[src/hdl/fgmnt_pkg.sv]
`default_nettype none
package fgmnt_pkg;

    localparam int GRID_CELLS = 64;
    localparam int GRID_W     = $clog2(GRID_CELLS);
    localparam int ADDR_W     = 2 * GRID_W;
    localparam int POS_W      = 7;
    localparam int COORD_W    = 8;
    localparam int WIDE_W     = COORD_W + 1;
    localparam int DIST_W     = 16;
    localparam int HALF_W     = 2;
    localparam int MARGIN_W   = 4;
    localparam int CFG_IDX_W  = 2;
    localparam int CFG_DATA_W = 4;
    localparam int S_TDATA_W  = 16;
    localparam int M_TDATA_W  = 16;
    localparam int QUEUE_DEPTH = 2;

    localparam logic [CFG_IDX_W-1:0] CFG_VIEW_HALF_ROWS = 2'd0;
    localparam logic [CFG_IDX_W-1:0] CFG_VIEW_HALF_COLS = 2'd1;
    localparam logic [CFG_IDX_W-1:0] CFG_WALL_MARGIN    = 2'd2;

    typedef enum logic [1:0] {
        MARK_UNSEEN   = 2'd0,
        MARK_EXPLORED = 2'd1,
        MARK_FRONTIER = 2'd2,
        MARK_WALL     = 2'd3
    } mark_t;

    typedef enum logic [2:0] {
        ST_CLEAR,
        ST_IDLE,
        ST_WIN_RD,
        ST_WIN_WR,
        ST_SCAN,
        ST_DRAIN,
        ST_DONE
    } back_state_t;

    // Classified position: drone cell and clipped view window
    typedef struct packed {
        logic signed [COORD_W-1:0] row;
        logic signed [COORD_W-1:0] col;
        logic [GRID_W-1:0]         r0;
        logic [GRID_W-1:0]         rl;
        logic [GRID_W-1:0]         c0;
        logic [GRID_W-1:0]         cl;
        logic                      win_empty;
    } item_t;

    typedef struct packed {
        logic [HALF_W-1:0]   half_rows;
        logic [HALF_W-1:0]   half_cols;
        logic [MARGIN_W-1:0] margin;
    } cfg_t;

    typedef struct packed {
        logic push;
        logic full;
        logic pop;
        logic empty;
    } q_ctrl_t;

endpackage
`default_nettype wire

[src/hdl/fgmnt_queue.sv]
`default_nettype none
module fgmnt_queue (
    input  wire logic             aclk,
    input  wire logic             aresetn,
    input  wire logic             push,
    input  wire fgmnt_pkg::item_t wr_item,
    input  wire logic             pop,
    output fgmnt_pkg::item_t      rd_item,
    output logic                  full,
    output logic                  empty
);
    import fgmnt_pkg::*;

    localparam int PTR_W = $clog2(QUEUE_DEPTH);
    localparam int CNT_W = $clog2(QUEUE_DEPTH + 1);

    item_t              entry_reg [QUEUE_DEPTH];
    logic [PTR_W-1:0]   wptr_reg, wptr_next;
    logic [PTR_W-1:0]   rptr_reg, rptr_next;
    logic [CNT_W-1:0]   count_reg, count_next;

    assign full    = (count_reg == CNT_W'(QUEUE_DEPTH));
    assign empty   = (count_reg == '0);
    assign rd_item = entry_reg[rptr_reg];

    always_comb begin
        wptr_next  = push ? PTR_W'(wptr_reg + 1'b1) : wptr_reg;
        rptr_next  = pop  ? PTR_W'(rptr_reg + 1'b1) : rptr_reg;
        count_next = count_reg;
        if (push && !pop) begin
            count_next = count_reg + 1'b1;
        end else if (pop && !push) begin
            count_next = count_reg - 1'b1;
        end
    end

    always_ff @(posedge aclk) begin
        if (push) begin
            entry_reg[wptr_reg] <= wr_item;
        end
        if (!aresetn) begin
            wptr_reg  <= '0;
            rptr_reg  <= '0;
            count_reg <= '0;
        end else begin
            wptr_reg  <= wptr_next;
            rptr_reg  <= rptr_next;
            count_reg <= count_next;
        end
    end

    a_no_push_full: assert property (@(posedge aclk) disable iff (!aresetn)
        full |-> !push) else $error("queue written while full");
    a_no_pop_empty: assert property (@(posedge aclk) disable iff (!aresetn)
        empty |-> !pop) else $error("queue read while empty");
    a_count_step: assert property (@(posedge aclk) disable iff (!aresetn)
        (push && !pop) |=> !empty) else $error("queue lost an item");

endmodule
`default_nettype wire

[config.mk]
export PLATFORM = sky130hd
export DESIGN_NAME = fgmnt_queue
export DESIGN_NICKNAME = d
export VERILOG_FILES = /design/src/hdl/fgmnt_pkg.sv /design/src/hdl/fgmnt_queue.sv
export SDC_FILE = /design/constraint.sdc
export NUM_CORES = 1
export LEC_CHECK = 0
export BUFFER_PORTS_ARGS = -buffer_cell sky130_fd_sc_hd__buf_2
export CAP_MARGIN = 40
export CELL_PAD_IN_SITES_DETAIL_PLACEMENT = 0
export CELL_PAD_IN_SITES_GLOBAL_PLACEMENT = 1
export CORE_UTILIZATION = 46
export DETAILED_ROUTE_END_ITERATION = 8
export GPL_TIMING_DRIVEN = 0
export PLACE_DENSITY = 0.85
export SYNTH_ARGS = -nofsm -noshare
export SYNTH_HDL_FRONTEND = slang
export SYNTH_SLANG_ARGS = --single-unit
[constraint.sdc]
create_clock -name aclk -period 5.1 [get_ports aclk]
set_input_delay 0.51 -clock aclk [delete_from_list [all_inputs] [get_ports aclk]]
set_output_delay 0.51 -clock aclk [all_outputs]
set_load 0.02 [all_outputs]
==> impl_summary.md <==
GRT
Entering global routing, the biggest net connects 26 pins. The number of global-route vias before repair is between 1500 and 2000. The initial antenna violation count was 0. The sum of overflow across all layers after global routing is 0. The first-pass GRT wire length is between 7 and 8 mm. The combined global-route utilization of all metal layers is between 10% and 20%.

Yosys
By area the synthesized netlist is led by edfxtp_1 (78%), mux2_2 (14%), dfxtp_1 (3.2%), and2_1 (0.79%), buf_2 (0.79%). In this run, synthesis inferred a little over 80 flip-flops with an integrated enable. The area fraction of the dominant cell type after synthesis is between 70% and 80%. The commonest cells after synthesis are edfxtp_1 (82), mux2_2 (39), buf_2 (5), dfxtp_1 (5), and2_1 (4). The sequential element share of the synthesized area is between 80 and 90%. The combined area of all synthesized cells is between 0.003 and 0.004 mm2. Dividing the synthesized area by the synthesized cell count gives 21.1 um2. Counting flops and latches in the post-synthesis netlist gives 87.

The unique cell type count in the Yosys netlist is 17. Of all cell types, the one taking the most synthesized area is edfxtp_1. For this run, the leading register cell type out of synthesis is edfxtp_1. The number of nets handed over by synthesis was ~200. The number of warning messages in the yosys log is 0. The leading cell type by number of instances after synthesis is edfxtp_1. Counting flops with an async set or reset pin after synthesis yields a share of 0%. The count of mapped cells out of synthesis is 150.

Routing
The starting DRC count in detailed routing is 33. In the final routed layout, each cell accounts on average for approximately 15 um. Summed over all layers, the routed wires come to 5.10 mm. The first detailed-routing pass ran for 4 iterations.

The total number of vias is about 1600. Using the TritonRoute via totals, the vias-per-cell ratio works out to a little under 5. The number of DRC violations after detailed routing is 0. Once detail routing completed, the nets flagged for antenna violations numbered 0.

Floorplanning
For this design the top-level I/O count stands at 88. The initial core utilization is 48.8%. The number of cell rows is 29.

The floorplan step defined a core boundary enclosing approximately 0.0065 mm2. The die extent in x is roughly 85 um. The area of the die is slightly above 0.007 mm2. The die is 85.0 um tall.

Finish
Summing all non-filler instances in the final layout gives an area of just under 0.004 mm2. The share of the core filled with cells in the final layout is ~60%. The net count of the finished layout is between 200 and 300. The register with the most flip-flops in the layout has 82 of them. The proportion of layout cells with a drive suffix above 1 is between 50% and 60%.

Compared with the post-synthesis result, the final layout area differs by 24.8%. The repair_antennas step left the layout with diodes totalling 0.

Clocking
The sink count of the clock tree is 87. The hold buffer count at cts is 0. The post-CTS resize count is 0. Clock-pin slew was measured on the worst setup and hold paths at 90 ps.

The CTS root buffer is clkbuf_8. TritonCTS built the clock tree. The maximum level of the CTS H-tree is 3.

Buffers added to address setup during post-CTS repair amount to 0. No sink is reached through more buffers than the 2 on the longest clock path. Counting the buffers created by CTS gives 9.

The clock latency on the worst-skew pair is 340 ps.

STA
The final critical-path share of the clock period is around 40%. The total negative slack for setup checks is 0 ps. Across the routed clock network, the largest skew measured is 4.56 ps. The hold slack is ~350 ps. The time the worst path needs with I/O delays and setup is 2090 ps. Static timing analysis puts the maximum clock frequency at 0.479 GHz. The final count of hold timing violations was 0.

The max-slew violation total from the final report is 0. The setup-violating endpoint count in the final report is 0. At the pin with the least slew margin, the transition time is around 570 ps. Setup repair after global routing left no endpoint under its margin. In this run the tightest slew margin relative to its limit is around 62%.

Placed design
After detailed placement, the total cell area comes to approximately 0.0038 mm2. Routability-driven placement finished with a final weighted congestion of 0.669. Detailed placement ended at an HPWL of 3.37 mm.

The count of buffers added on input and output ports is slightly below 90.

Worst setup path
The worst setup path is of the flip-flop to primary output kind. Data on the critical path arrives at its endpoint at 1580 ps. In this run the worst path has a maximum fanout of 10. The worst setup path is launched from a flip-flop.

The kind of end point of the critical path is a primary output. Data on the critical path is required at its endpoint by approximately 4600 ps.

Run status
The run finished with clean final reports.

Worst hold path
The path type of the worst min-delay path is input pin to flip-flop.

Power
For this design the ratio of total power to cell area is approximately 380 mW/mm2. IR analysis of the VDD net gives a maximum drop of roughly 0.00023 V. Summed over all cells, the static leakage comes to about 1.5 nW.

Run
Max-cap violations in this run came to 0.
[cell type report]
type / instances / area (um2)
clock buffer: 9 / 124
clock inverter: 7 / 72.6
inverter: 1 / 3.75
timing repair buffer: 89 / 483
fill: 498 / 2540
tap: 77 / 96.3
sequential: 87 / 2560
multi-input combinational: 57 / 586
buffer: 5 / 25.0
[routing by layer]
metal	routed length [um]	part of all wire (%)	up-vias	track usage [%]
li1	-	-	779	-
met5	0	0	-	0
met3	297	5.8	9	4.28
met4	104	2.0	0	7.86
met2	2560	50	54	24.6
met1	2140	42	807	17.6
[cell families after synthesis]
family | synth area share, %
adders and majority gates | 0.395
AOI/OAI and AO/OA | 0.632
xor gates and xnor gates | 0.830
and+or+nand+nor | 1.78
DFF | 80.9
buffers and inverters | 0.908
muxes | 14.6
[worst paths after layout]
check	start	end	slack (ps)	depth (start not counted)
min reg2reg	count_reg[1]	count_reg[1]	530	2
max	flip-flop	rd_item[33]	3010	4
min	wr_item[17]	entry_reg[1][17]	350	1
max reg2reg	wptr_reg	entry_reg[1][21]	3640	2
[layout by cell type, fill, tap and decap left out, drive strengths merged]
cell type / synthesis / routed
xnor2: 1 / 1
ha: 1 / 1
clkbuf: 0 / 9
nor2b: 2 / 2
and2: 4 / 4
nor2: 1 / 1
dfxtp: 5 / 5
xor2: 2 / 2
clkinv: 0 / 3
bufinv: 0 / 1
inv: 1 / 2
buf: 5 / 94
o21a: 1 / 1
or3: 1 / 1
mux2: 41 / 41
edfxtp: 82 / 82
o21ai: 1 / 1
clkinvlp: 0 / 2
a21boi: 1 / 1
and2b: 1 / 1
[per-stage QoR]
step                setup WS, ps  cells  total power, mW
finish                      3010    332             1.49
global route                2900    332             1.55
CTS                         2960    332             1.51
detailed placement          3340    316             1.05
global placement            1070    314             1.04
floorplan                   2280    150            0.971
[report_power, final]
part	switching [mW]	total (mW)	internal, mW
Sequential	0.0101	0.832	0.822
Clock	0.241	0.468	0.227
Combinational	0.111	0.194	0.0836
[worst max-delay path: stages (launching register included)]
cell and delay (ps):
dfxtp_1 310, buf_2 130, buf_2 270, mux2_2 370
buf_2 160
Power figures use the tool's default switching activity.
