File: config.mk
export PLATFORM = sky130hd
export DESIGN_NAME = fgmnt_front
export DESIGN_NICKNAME = d
export VERILOG_FILES = /design/src/hdl/fgmnt_pkg.sv /design/src/hdl/fgmnt_front.sv
export SDC_FILE = /design/constraint.sdc
export NUM_CORES = 1
export LEC_CHECK = 0
export ABC_AREA = 0
export BUFFER_PORTS_ARGS = -buffer_cell sky130_fd_sc_hd__buf_2
export CORE_MARGIN = 8
export CORE_UTILIZATION = 45
export DETAILED_ROUTE_END_ITERATION = 10
export GPL_TIMING_DRIVEN = 0
export PLACE_DENSITY_LB_ADDON = 0.2
export SETUP_SLACK_MARGIN = 0.5
export SYNTH_ARGS = -nofsm -noshare
export SYNTH_HDL_FRONTEND = slang
export SYNTH_SLANG_ARGS = --single-unit
File: constraint.sdc
create_clock -name vclk -period 4.95
set_clock_uncertainty 0.05 [all_clocks]
set_input_delay 0.495 -clock vclk [all_inputs]
set_output_delay 0.495 -clock vclk [all_outputs]
set_load 0.02 [all_outputs]
File: src/hdl/fgmnt_pkg.sv
`default_nettype none
package fgmnt_pkg;

    localparam int GRID_CELLS = 64;
    localparam int GRID_W     = $clog2(GRID_CELLS);
    localparam int ADDR_W     = 2 * GRID_W;
    localparam int POS_W      = 7;
    localparam int COORD_W    = 8;
    localparam int WIDE_W     = COORD_W + 1;
    localparam int DIST_W     = 16;
    localparam int HALF_W     = 2;
    localparam int MARGIN_W   = 4;
    localparam int CFG_IDX_W  = 2;
    localparam int CFG_DATA_W = 4;
    localparam int S_TDATA_W  = 16;
    localparam int M_TDATA_W  = 16;
    localparam int QUEUE_DEPTH = 2;

    localparam logic [CFG_IDX_W-1:0] CFG_VIEW_HALF_ROWS = 2'd0;
    localparam logic [CFG_IDX_W-1:0] CFG_VIEW_HALF_COLS = 2'd1;
    localparam logic [CFG_IDX_W-1:0] CFG_WALL_MARGIN    = 2'd2;

    typedef enum logic [1:0] {
        MARK_UNSEEN   = 2'd0,
        MARK_EXPLORED = 2'd1,
        MARK_FRONTIER = 2'd2,
        MARK_WALL     = 2'd3
    } mark_t;

    typedef enum logic [2:0] {
        ST_CLEAR,
        ST_IDLE,
        ST_WIN_RD,
        ST_WIN_WR,
        ST_SCAN,
        ST_DRAIN,
        ST_DONE
    } back_state_t;

    // Classified position: drone cell and clipped view window
    typedef struct packed {
        logic signed [COORD_W-1:0] row;
        logic signed [COORD_W-1:0] col;
        logic [GRID_W-1:0]         r0;
        logic [GRID_W-1:0]         rl;
        logic [GRID_W-1:0]         c0;
        logic [GRID_W-1:0]         cl;
        logic                      win_empty;
    } item_t;

    typedef struct packed {
        logic [HALF_W-1:0]   half_rows;
        logic [HALF_W-1:0]   half_cols;
        logic [MARGIN_W-1:0] margin;
    } cfg_t;

    typedef struct packed {
        logic push;
        logic full;
        logic pop;
        logic empty;
    } q_ctrl_t;

endpackage
`default_nettype wire

File: src/hdl/fgmnt_front.sv
`default_nettype none
module fgmnt_front (
    input  wire logic                            s_tvalid,
    output logic                                 s_tready,
    input  wire logic [fgmnt_pkg::S_TDATA_W-1:0] s_tdata,   // pos_x[6:0], pos_y[13:7]
    input  wire fgmnt_pkg::cfg_t                 cfg,
    input  wire logic                            clearing,
    input  wire logic                            q_full,
    output logic                                 push,
    output fgmnt_pkg::item_t                     item
);
    import fgmnt_pkg::*;

    logic [POS_W-1:0]        pos_x;
    logic [POS_W-1:0]        pos_y;
    logic signed [WIDE_W-1:0] row9, col9, hr9, hc9;
    logic signed [WIDE_W-1:0] r_lo, r_hi, c_lo, c_hi;
    logic signed [WIDE_W-1:0] r0c, r1c, c0c, c1c;
    logic signed [WIDE_W-1:0] r_last, c_last;

    assign pos_x = s_tdata[POS_W-1:0];
    assign pos_y = s_tdata[2*POS_W-1:POS_W];

    always_comb begin
        row9 = WIDE_W'(GRID_CELLS) - $signed({2'b00, pos_x});
        col9 = WIDE_W'(GRID_CELLS / 2) - $signed({{2{pos_y[POS_W-1]}}, pos_y});
        hr9  = $signed({{(WIDE_W-HALF_W){1'b0}}, cfg.half_rows});
        hc9  = $signed({{(WIDE_W-HALF_W){1'b0}}, cfg.half_cols});
        r_lo = row9 - hr9;
        r_hi = row9 + hr9;
        c_lo = col9 - hc9;
        c_hi = col9 + hc9;
        // clip the window to the grid
        r0c = (r_lo < 0) ? '0 : r_lo;
        c0c = (c_lo < 0) ? '0 : c_lo;
        r1c = (r_hi > WIDE_W'(GRID_CELLS)) ? WIDE_W'(GRID_CELLS) : r_hi;
        c1c = (c_hi > WIDE_W'(GRID_CELLS)) ? WIDE_W'(GRID_CELLS) : c_hi;
        r_last = r1c - 9'sd1;
        c_last = c1c - 9'sd1;

        item.row       = row9[COORD_W-1:0];
        item.col       = col9[COORD_W-1:0];
        item.r0        = r0c[GRID_W-1:0];
        item.c0        = c0c[GRID_W-1:0];
        item.rl        = r_last[GRID_W-1:0];
        item.cl        = c_last[GRID_W-1:0];
        item.win_empty = (r0c >= r1c) || (c0c >= c1c);
    end

    assign s_tready = !clearing && !q_full;
    assign push     = s_tvalid && s_tready;

endmodule
`default_nettype wire

==> results of run 1 <==
-- area by class of cell --
class	count	area (sq um)
inverters	24	95.1
plain buffers	6	43.8
fillers	340	1270
multi-input cells	222	1940
well taps	50	62.6
repair buffers	88	532
-- placed cells by master, fill, tap and decap left out, types with 4 or more instances in the layout --
cell / Yosys / routed
o211ai_1: 4 / 4
buf_2: 3 / 61
a21oi_1: 9 / 7
xnor2_4: 1 / 4
o21ai_1: 1 / 5
xnor2_1: 24 / 19
ha_4: 0 / 4
nor2_1: 27 / 27
nand2_1: 16 / 15
xor2_1: 7 / 7
nor3_1: 6 / 4
ha_1: 31 / 27
o21ai_0: 13 / 8
inv_1: 23 / 21
nand2b_1: 11 / 10
or2_2: 9 / 8
nor2b_1: 8 / 7
buf_4: 2 / 28
-- power groups by stage --
stage / Clock (uW) / Combinational (uW) / Sequential [uW]
final: 0 / 477 / 0
after global placement: 0 / 410 / 0
after floorplan: 0 / 303 / 0
after CTS: 0 / 462 / 0
after global routing: 0 / 527 / 0
after detailed placement: 0 / 418 / 0
-- repair_timing --
action,4_1_cts,5_1_grt
hold buffers,0,0
pin swaps,16,19
resized for setup,34,15
buffers inserted,14,11
gates cloned,0,0
endpoints found under the setup margin,3,2
-- cell families (layout without fill, tap and decap cells) --
kind of cell / after synthesis / in the layout / synth area share [%]
simple gates: 103 / 103 / 30.8
compound gates: 52 / 52 / 20.5
fa+ha+maj: 35 / 35 / 25.6
xor+xnor: 32 / 32 / 16.4
buf+inv: 30 / 118 / 6.78
-- final timing paths --
kind  startpoint  endpoint  slack [ns]  cells past startpoint
max   s_tdata[0]   item[0]        0.40                     19
min     clearing  s_tready        1.20                      3
-- critical path, cell delays in order --
cell and delay [ns]:
buf_8 0.10, inv_4 0.05, ha_4 0.20, fa_2 0.37
nor2b_1 0.16, a21boi_2 0.18, xor2_1 0.23, nand4_1 0.24
o41ai_4 0.42, buf_4 0.19, nand2_1 0.07, ha_1 0.27
a21o_1 0.18, a21o_1 0.18, a211oi_2 0.19, o21ai_1 0.08
o211ai_1 0.10, nand4_1 0.12, buf_6 0.15
-- per-stage QoR --
stage | TNS [ns] | area [sq um] | cells
after floorplan | 0 | 1910 | 252
after global placement | -0.00524 | 2290 | 365
after detailed placement | -0.0107 | 2290 | 365
after CTS | 0 | 2550 | 379
after global routing | 0 | 2680 | 390
final | 0 | 2680 | 390
-- routing by layer --
metal	vias up	GRT usage (%)	wire [um]
met5	-	0	0
met2	34	27.6	2530
li1	1060	-	-
met1	939	21.0	2510
met4	0	0.185	7
met3	2	1.13	179
==> impl_metrics.env, run 1 <==
export IMPL_status="completed"
export IMPL_crit_type="in2out"
export IMPL_tightest_slew_ns=0.712
export IMPL_seqCellArea_sq_um=0
export IMPL_hp_class="in2out"
export IMPL_maxSlewHeadroom_pct=52.2
export IMPL_initial_core_util_pct=46.3
export IMPL_firstDrtPassIters=4
export IMPL_total_power_uw=477
export IMPL_via_count=2035
export IMPL_fin_ws_ns=0.403
export IMPL_nets=404
export IMPL_utilization_pct=67.9
export IMPL_synth_area_sq_um=1830
export IMPL_ant_nets=0
export IMPL_power_switching_uw=270
export IMPL_gr_usage_all_layers_pct=15.6
export IMPL_antenna_found_initial=0
export IMPL_dieArea_sq_um=6350
export IMPL_comb_power_share_pct=100.0
export IMPL_max_freq_mhz=220
export IMPL_drv_slew=0
export IMPL_ioPinCount=70
export IMPL_synth_area_per_cell_sq_um=7.25
export IMPL_drive_above_1_share_pct=41.5
export IMPL_synthToLayoutAreaGrowth_pct=46.5
export IMPL_power_leakage_uw=0.00127
export IMPL_end_kind="primary output"
export IMPL_pre_cts_ws_ns=-0.0107
export IMPL_ir_drop_mv=0.0784
export IMPL_p_int_uw=207
export IMPL_synth_top_area_share_pct=21.2
export IMPL_wl_per_cell_um=13.4
export IMPL_die_x_um=79.7
export IMPL_p_seq_share_pct=0
export IMPL_syn_inst=252
export IMPL_clock_buffers=0
export IMPL_pwr_density_cell_nw_per_um2=178
export IMPL_sw_frac_of_total_pct=56.6
export IMPL_cap_violations=0
export IMPL_portBuffers=63
export IMPL_hold_viol_final=0
export IMPL_synth_distinct_cells=56
export IMPL_num_rows=23
export IMPL_grt_overflow=0
export IMPL_synth_seq_area_share_pct=0
export IMPL_rsz0062_at_grt="true"
export IMPL_finalCritPeriodShare_pct=91.9
export IMPL_design_seq_count=0
export IMPL_min_period_ns=4.55
export IMPL_fin_hold_ws_ns=1.20
export IMPL_drt_wl_total_um=5230
export IMPL_yosys_warnings=0
export IMPL_syn_num_nets=314
export IMPL_drtIter0Drc=94
export IMPL_drt_vias_per_instance=5.22
export IMPL_synthTopCellsByArea="ha_1 (21%), xnor2_1 (12%), nor2_1 (5.5%)"
export IMPL_dp_hpwl_um=4200
export IMPL_drc=0
export IMPL_synthTopCellsByCount="ha_1 (31), nor2_1 (27), xnor2_1 (24)"
export IMPL_grt_pass1_wl_um=8580
export IMPL_antenna_cells=0
export IMPL_grt_max_degree=11
export IMPL_grt_pass1_vias=1953
export IMPL_cp_required_ns=4.41
export IMPL_die_h_um=79.7
export IMPL_arrival_ns=4.00
export IMPL_crit_fanout=4
export IMPL_gp_congestion=0.818
export IMPL_startpoint_type="input pin"
export IMPL_setup_viol=0
export IMPL_p_clk_share_pct=0
export IMPL_core_region_area_sq_um=3940
export IMPL_synth_top_area_cell="ha_1"
export IMPL_synth_most_common_cell="ha_1"
Note: power is estimated with default switching activity, not from simulation.
==> run 2: changes to the inputs <==
--- a/config.mk
+++ b/config.mk
@@ -7,10 +7,10 @@
 export LEC_CHECK = 0
 export ABC_AREA = 0
 export BUFFER_PORTS_ARGS = -buffer_cell sky130_fd_sc_hd__buf_2
+export CORE_ASPECT_RATIO = 1.75
 export CORE_MARGIN = 8
 export CORE_UTILIZATION = 45
 export DETAILED_ROUTE_END_ITERATION = 10
-export GPL_TIMING_DRIVEN = 0
 export PLACE_DENSITY_LB_ADDON = 0.2
 export SETUP_SLACK_MARGIN = 0.5
 export SYNTH_ARGS = -nofsm -noshare
==> impl_metrics.env, run 2 (synthesis gave the netlist of run 1 again) <==
export IMPL_die_x_um=64.2
export IMPL_met2_usage_pct=37.0
export IMPL_pwr_density_cell_nw_per_um2=183
export IMPL_met3_usage_pct=2.01
export IMPL_gr_usage_all_layers_pct=17.1
export IMPL_ant_nets=0
export IMPL_status="completed"
export IMPL_whs_path_depth=3
export IMPL_grt_max_degree=12
export IMPL_nets=393
export IMPL_drt_wl_total_um=5390
export IMPL_dp_hpwl_um=4660
export IMPL_clock_buffers=0
export IMPL_mostFrequentLayoutCells="buf_2 (61), nor2_1 (27), ha_1 (27)"
export IMPL_p_int_uw=197
export IMPL_holdCritStartpoint="clearing"
export IMPL_antenna_found_initial=0
export IMPL_ioPinCount=70
export IMPL_maxSlewHeadroom_pct=54.6
export IMPL_drv_slew=0
export IMPL_final_common_cell="buf_2"
export IMPL_hold_path_end="s_tready"
export IMPL_busiest_layer="met2"
export IMPL_rsz0062_at_grt="true"
export IMPL_arrival_ns=3.90
export IMPL_drtIter0Drc=73
export IMPL_max_freq_mhz=225
export IMPL_sw_frac_of_total_pct=57.7
export IMPL_power_leakage_uw=0.00119
export IMPL_gp_congestion=0.839
export IMPL_firstDrtPassIters=4
export IMPL_path_cells="buf_6, inv_4, ha_4, fa_2, nor2b_4, a21boi_2, buf_4, a21oi_2, xnor2_1, nand2_1, ha_4, o41ai_4, nor2b_1, ha_1, nand2b_4, a21o_1, a21o_1, a211oi_2, o21ai_1, o211ai_1, nand4_1, buf_6"
export IMPL_fin_tns_setup_ns=0
export IMPL_startpoint_type="input pin"
export IMPL_comb_power_share_pct=100.0
export IMPL_tightest_slew_ns=0.672
export IMPL_design_seq_count=0
export IMPL_drc=0
export IMPL_cap_violations=0
export IMPL_portBuffers=64
export IMPL_power_switching_uw=268
export IMPL_crit_fanout=5
export IMPL_seqCellArea_sq_um=0
export IMPL_initial_core_util_pct=46.8
export IMPL_p_clk_share_pct=0
export IMPL_setup_viol=0
export IMPL_grt_overflow=0
export IMPL_hp_class="in2out"
export IMPL_hold_viol_final=0
export IMPL_min_period_ns=4.44
export IMPL_drt_vias_per_instance=5.37
export IMPL_design_area_sq_um=2530
export IMPL_ir_drop_mv=0.119
export IMPL_end_kind="primary output"
export IMPL_wl_per_cell_um=14.3
export IMPL_drive_above_1_share_pct=39.5
export IMPL_global_route_usage_met1_pct=15.1
export IMPL_cp_required_ns=4.41
export IMPL_num_rows=30
export IMPL_p_seq_share_pct=0
export IMPL_fillers=374
export IMPL_grt_pass1_vias=2178
export IMPL_total_power_uw=465
export IMPL_via_count=2026
export IMPL_synthToLayoutAreaGrowth_pct=38.8
export IMPL_core_region_area_sq_um=3900
export IMPL_die_h_um=100
export IMPL_finalCritPeriodShare_pct=89.7
export IMPL_grt_pass1_wl_um=9340
export IMPL_slowest_stage="fa_2"
export IMPL_dieArea_sq_um=6430
export IMPL_crit_type="in2out"
export IMPL_postPlaceCellArea_sq_um=2330
export IMPL_antenna_cells=0
export IMPL_critical_path_max_stage_delay_ns=0.37
==> run 2: worst max-delay path by stage <==
stage / startpoint / to / slack, ns / cells after the start
after floorplan: s_tdata[7] / item[0] / 0.50 / 19
after CTS: s_tdata[7] / item[0] / 0.50 / 18
after global placement: s_tdata[0] / item[0] / 0.12 / 21
after global routing: s_tdata[0] / item[0] / 0.27 / 22
after detailed placement: s_tdata[0] / item[0] / 0.08 / 21
final: s_tdata[1] / item[0] / 0.51 / 22
==> run 2: timing repair <==
item                                    CTS  global route
pin swaps                                19             3
hold buffers                              0             0
buffers inserted                          8             2
endpoints found under the setup margin    1             1
resized for setup                        32             2
==> run 2: metrics by stage <==
| step | util (%) | setup WS, ns | cells | hold slack [ns] |
|---|---|---|---|---|
| final | 64.9 | 0.510 | 377 | 1.20 |
| after global routing | 64.9 | 0.268 | 377 | 1.21 |
| after CTS | 64.5 | 0.501 | 375 | 1.20 |
| after detailed placement | 59.6 | 0.0841 | 367 | 1.20 |
| after global placement | 59.6 | 0.118 | 367 | 1.19 |
| after floorplan | - | 0.504 | 252 | 1.02 |
==> run 2: cell type report <==
class	count	area (sq um)	area share [%]
multi-input combinational	222	1900	74.9
timing repair buffer	83	482	19.0
inverter	24	95.1	3.75
tap	48	60.1	2.37
==> run 2: power groups by stage <==
stage,sequential [uW],clock (uW),combinational [uW]
2_1_floorplan,0,0,303
6_report,0,0,465
5_1_grt,0,0,517
3_3_place_gp,0,0,426
3_5_place_dp,0,0,432
4_1_cts,0,0,468
==> run 2: routing by layer <==
| metal | share of wire [%] | wire length, um |
|---|---|---|
| met1 | 34 | 1840 |
| met2 | 58 | 3140 |
| met3 | 4.6 | 247 |
| met4 | 3.0 | 164 |
| met5 | 0 | 0 |
==> run 2: critical path, delay by kind of cell <==
| family | cells | cell delay, ns |
|---|---|---|
| compound gates | 8 | 0.94 |
| buf+inv | 4 | 0.41 |
| fa+ha+maj | 4 | 1.18 |
| xor+xnor | 1 | 0.18 |
| simple gates | 5 | 0.66 |
==> run 3: changes to the inputs <==
--- a/config.mk
+++ b/config.mk
@@ -9,10 +9,11 @@
 export BUFFER_PORTS_ARGS = -buffer_cell sky130_fd_sc_hd__buf_2
 export CORE_ASPECT_RATIO = 1.75
 export CORE_MARGIN = 8
-export CORE_UTILIZATION = 45
+export CORE_UTILIZATION = 41
 export DETAILED_ROUTE_END_ITERATION = 10
 export PLACE_DENSITY_LB_ADDON = 0.2
 export SETUP_SLACK_MARGIN = 0.5
 export SYNTH_ARGS = -nofsm -noshare
 export SYNTH_HDL_FRONTEND = slang
 export SYNTH_SLANG_ARGS = --single-unit
+export TNS_END_PERCENT = 30
==> impl_metrics.env, run 3 (synthesis gave the netlist of run 1 again) <==
export IMPL_clock_buffers=0
export IMPL_hp_class="in2out"
export IMPL_ant_nets=0
export IMPL_maxSlewHeadroom_pct=64.8
export IMPL_critical_path_max_stage_delay_ns=0.37
export IMPL_total_power_uw=485
export IMPL_drt_wl_total_um=5790
export IMPL_firstDrtPassIters=4
export IMPL_nets=402
export IMPL_fin_hold_ws_ns=1.20
export IMPL_drtIter0Drc=67
export IMPL_path_cells="buf_8, inv_4, ha_4, fa_2, nor2b_4, a21boi_2, xor2_1, nand4_1, o41ai_4, nor2b_1, ha_1, nand2b_4, a21o_1, a21o_1, a211oi_2, o21ai_1, o211ai_1, nand4_1, buf_4"
export IMPL_tightest_slew_ns=0.524
export IMPL_cap_violations=0
export IMPL_pwr_density_cell_nw_per_um2=181
export IMPL_core_region_area_sq_um=4360
export IMPL_dieArea_sq_um=6930
export IMPL_arrival_ns=3.87
export IMPL_fillers=415
export IMPL_dp_hpwl_um=4760
export IMPL_instances_no_fill=389
export IMPL_num_rows=32
export IMPL_hold_viol_final=0
export IMPL_gr_usage_all_layers_pct=16.0
export IMPL_portBuffers=64
export IMPL_crit_family="compound AO/OA/AOI/OAI gates"
export IMPL_synthToLayoutAreaGrowth_pct=46.8
export IMPL_antenna_found_initial=0
export IMPL_wl_per_cell_um=14.9
export IMPL_setup_viol=0
export IMPL_utilization_pct=61.5
export IMPL_slowest_stage="fa_2"
export IMPL_drc=0
export IMPL_ir_drop_mv=0.114
export IMPL_min_period_ns=4.42
export IMPL_via_count=2118
export IMPL_grt_pass1_wl_um=9280
export IMPL_design_seq_count=0
export IMPL_finalCritPeriodShare_pct=89.3
export IMPL_startpoint_type="input pin"
export IMPL_ioPinCount=70
export IMPL_final_common_cell="buf_2"
export IMPL_gp_congestion=0.843
export IMPL_crit_type="in2out"
export IMPL_grt_max_degree=12
export IMPL_status="completed"
export IMPL_die_h_um=104
export IMPL_rsz0062_at_grt="true"
export IMPL_antenna_cells=0
export IMPL_seqCellArea_sq_um=0
export IMPL_crit_fanout=5
export IMPL_mostFrequentLayoutCells="buf_2 (60), buf_4 (29), nor2_1 (27)"
export IMPL_drv_slew=0
export IMPL_power_leakage_uw=0.00126
export IMPL_max_freq_mhz=226
export IMPL_drt_vias_per_instance=5.44
export IMPL_initial_core_util_pct=41.9
export IMPL_cp_num_buf_inv=3
export IMPL_grt_pass1_vias=2187
export IMPL_grt_overflow=0
export IMPL_drive_above_1_share_pct=42.9
export IMPL_multi_input_area_sq_um=1970
export IMPL_die_x_um=66.5
export IMPL_cp_required_ns=4.41
export IMPL_end_kind="primary output"
export IMPL_dp_cells=371
export IMPL_fin_tns_setup_ns=0
==> run 3: worst min-delay path, delay by kind of cell <==
family,cells,cell delay (ns)
buffers and inverters,2,0.23
and+or+nand+nor,1,0.03
==> run 3: layout make-up <==
cell class	count	share of cell area, %
inverters	24	3.54
multi-input cells	222	73.4
well taps	51	2.38
repair buffers	92	20.7
==> run 3: per-stage QoR <==
step	area (sq um)	worst slack [ns]
6_report	2680	0.532
5_1_grt	2680	0.339
4_1_cts	2510	0.456
3_5_place_dp	2340	0.0812
3_3_place_gp	2340	0.141
2_1_floorplan	1910	0.504
==> run 3: metal layers <==
layer | global-route usage [%] | up-vias | share of wire, %
li1 | - | 1050 | -
met3 | 2.05 | 18 | 5.3
met4 | 5.38 | 0 | 4.1
met5 | 0 | - | 0
met2 | 33.7 | 66 | 60
met1 | 13.6 | 984 | 31
==> run 3: repair_timing <==
| item | 4_1_cts | 5_1_grt |
|---|---|---|
| pin swaps | 16 | 17 |
| hold buffers | 0 | 0 |
| setup endpoints to repair | 1 | 1 |
| buffers inserted | 7 | 11 |
| resized for setup | 32 | 17 |
==> run 3: final timing paths <==
check | from | cells after the start | slack [ns] | end
min | clearing | 3 | 1.20 | s_tready
max | s_tdata[1] | 19 | 0.53 | item[0]
==> run 3: power by group <==
| part | switching, uW | leakage [uW] | internal, uW | total, uW |
|---|---|---|---|---|
| clock network | 0 | 0 | 0 | 0 |
| logic | 276 | 0.00126 | 209 | 485 |
| registers | 0 | 0 | 0 | 0 |
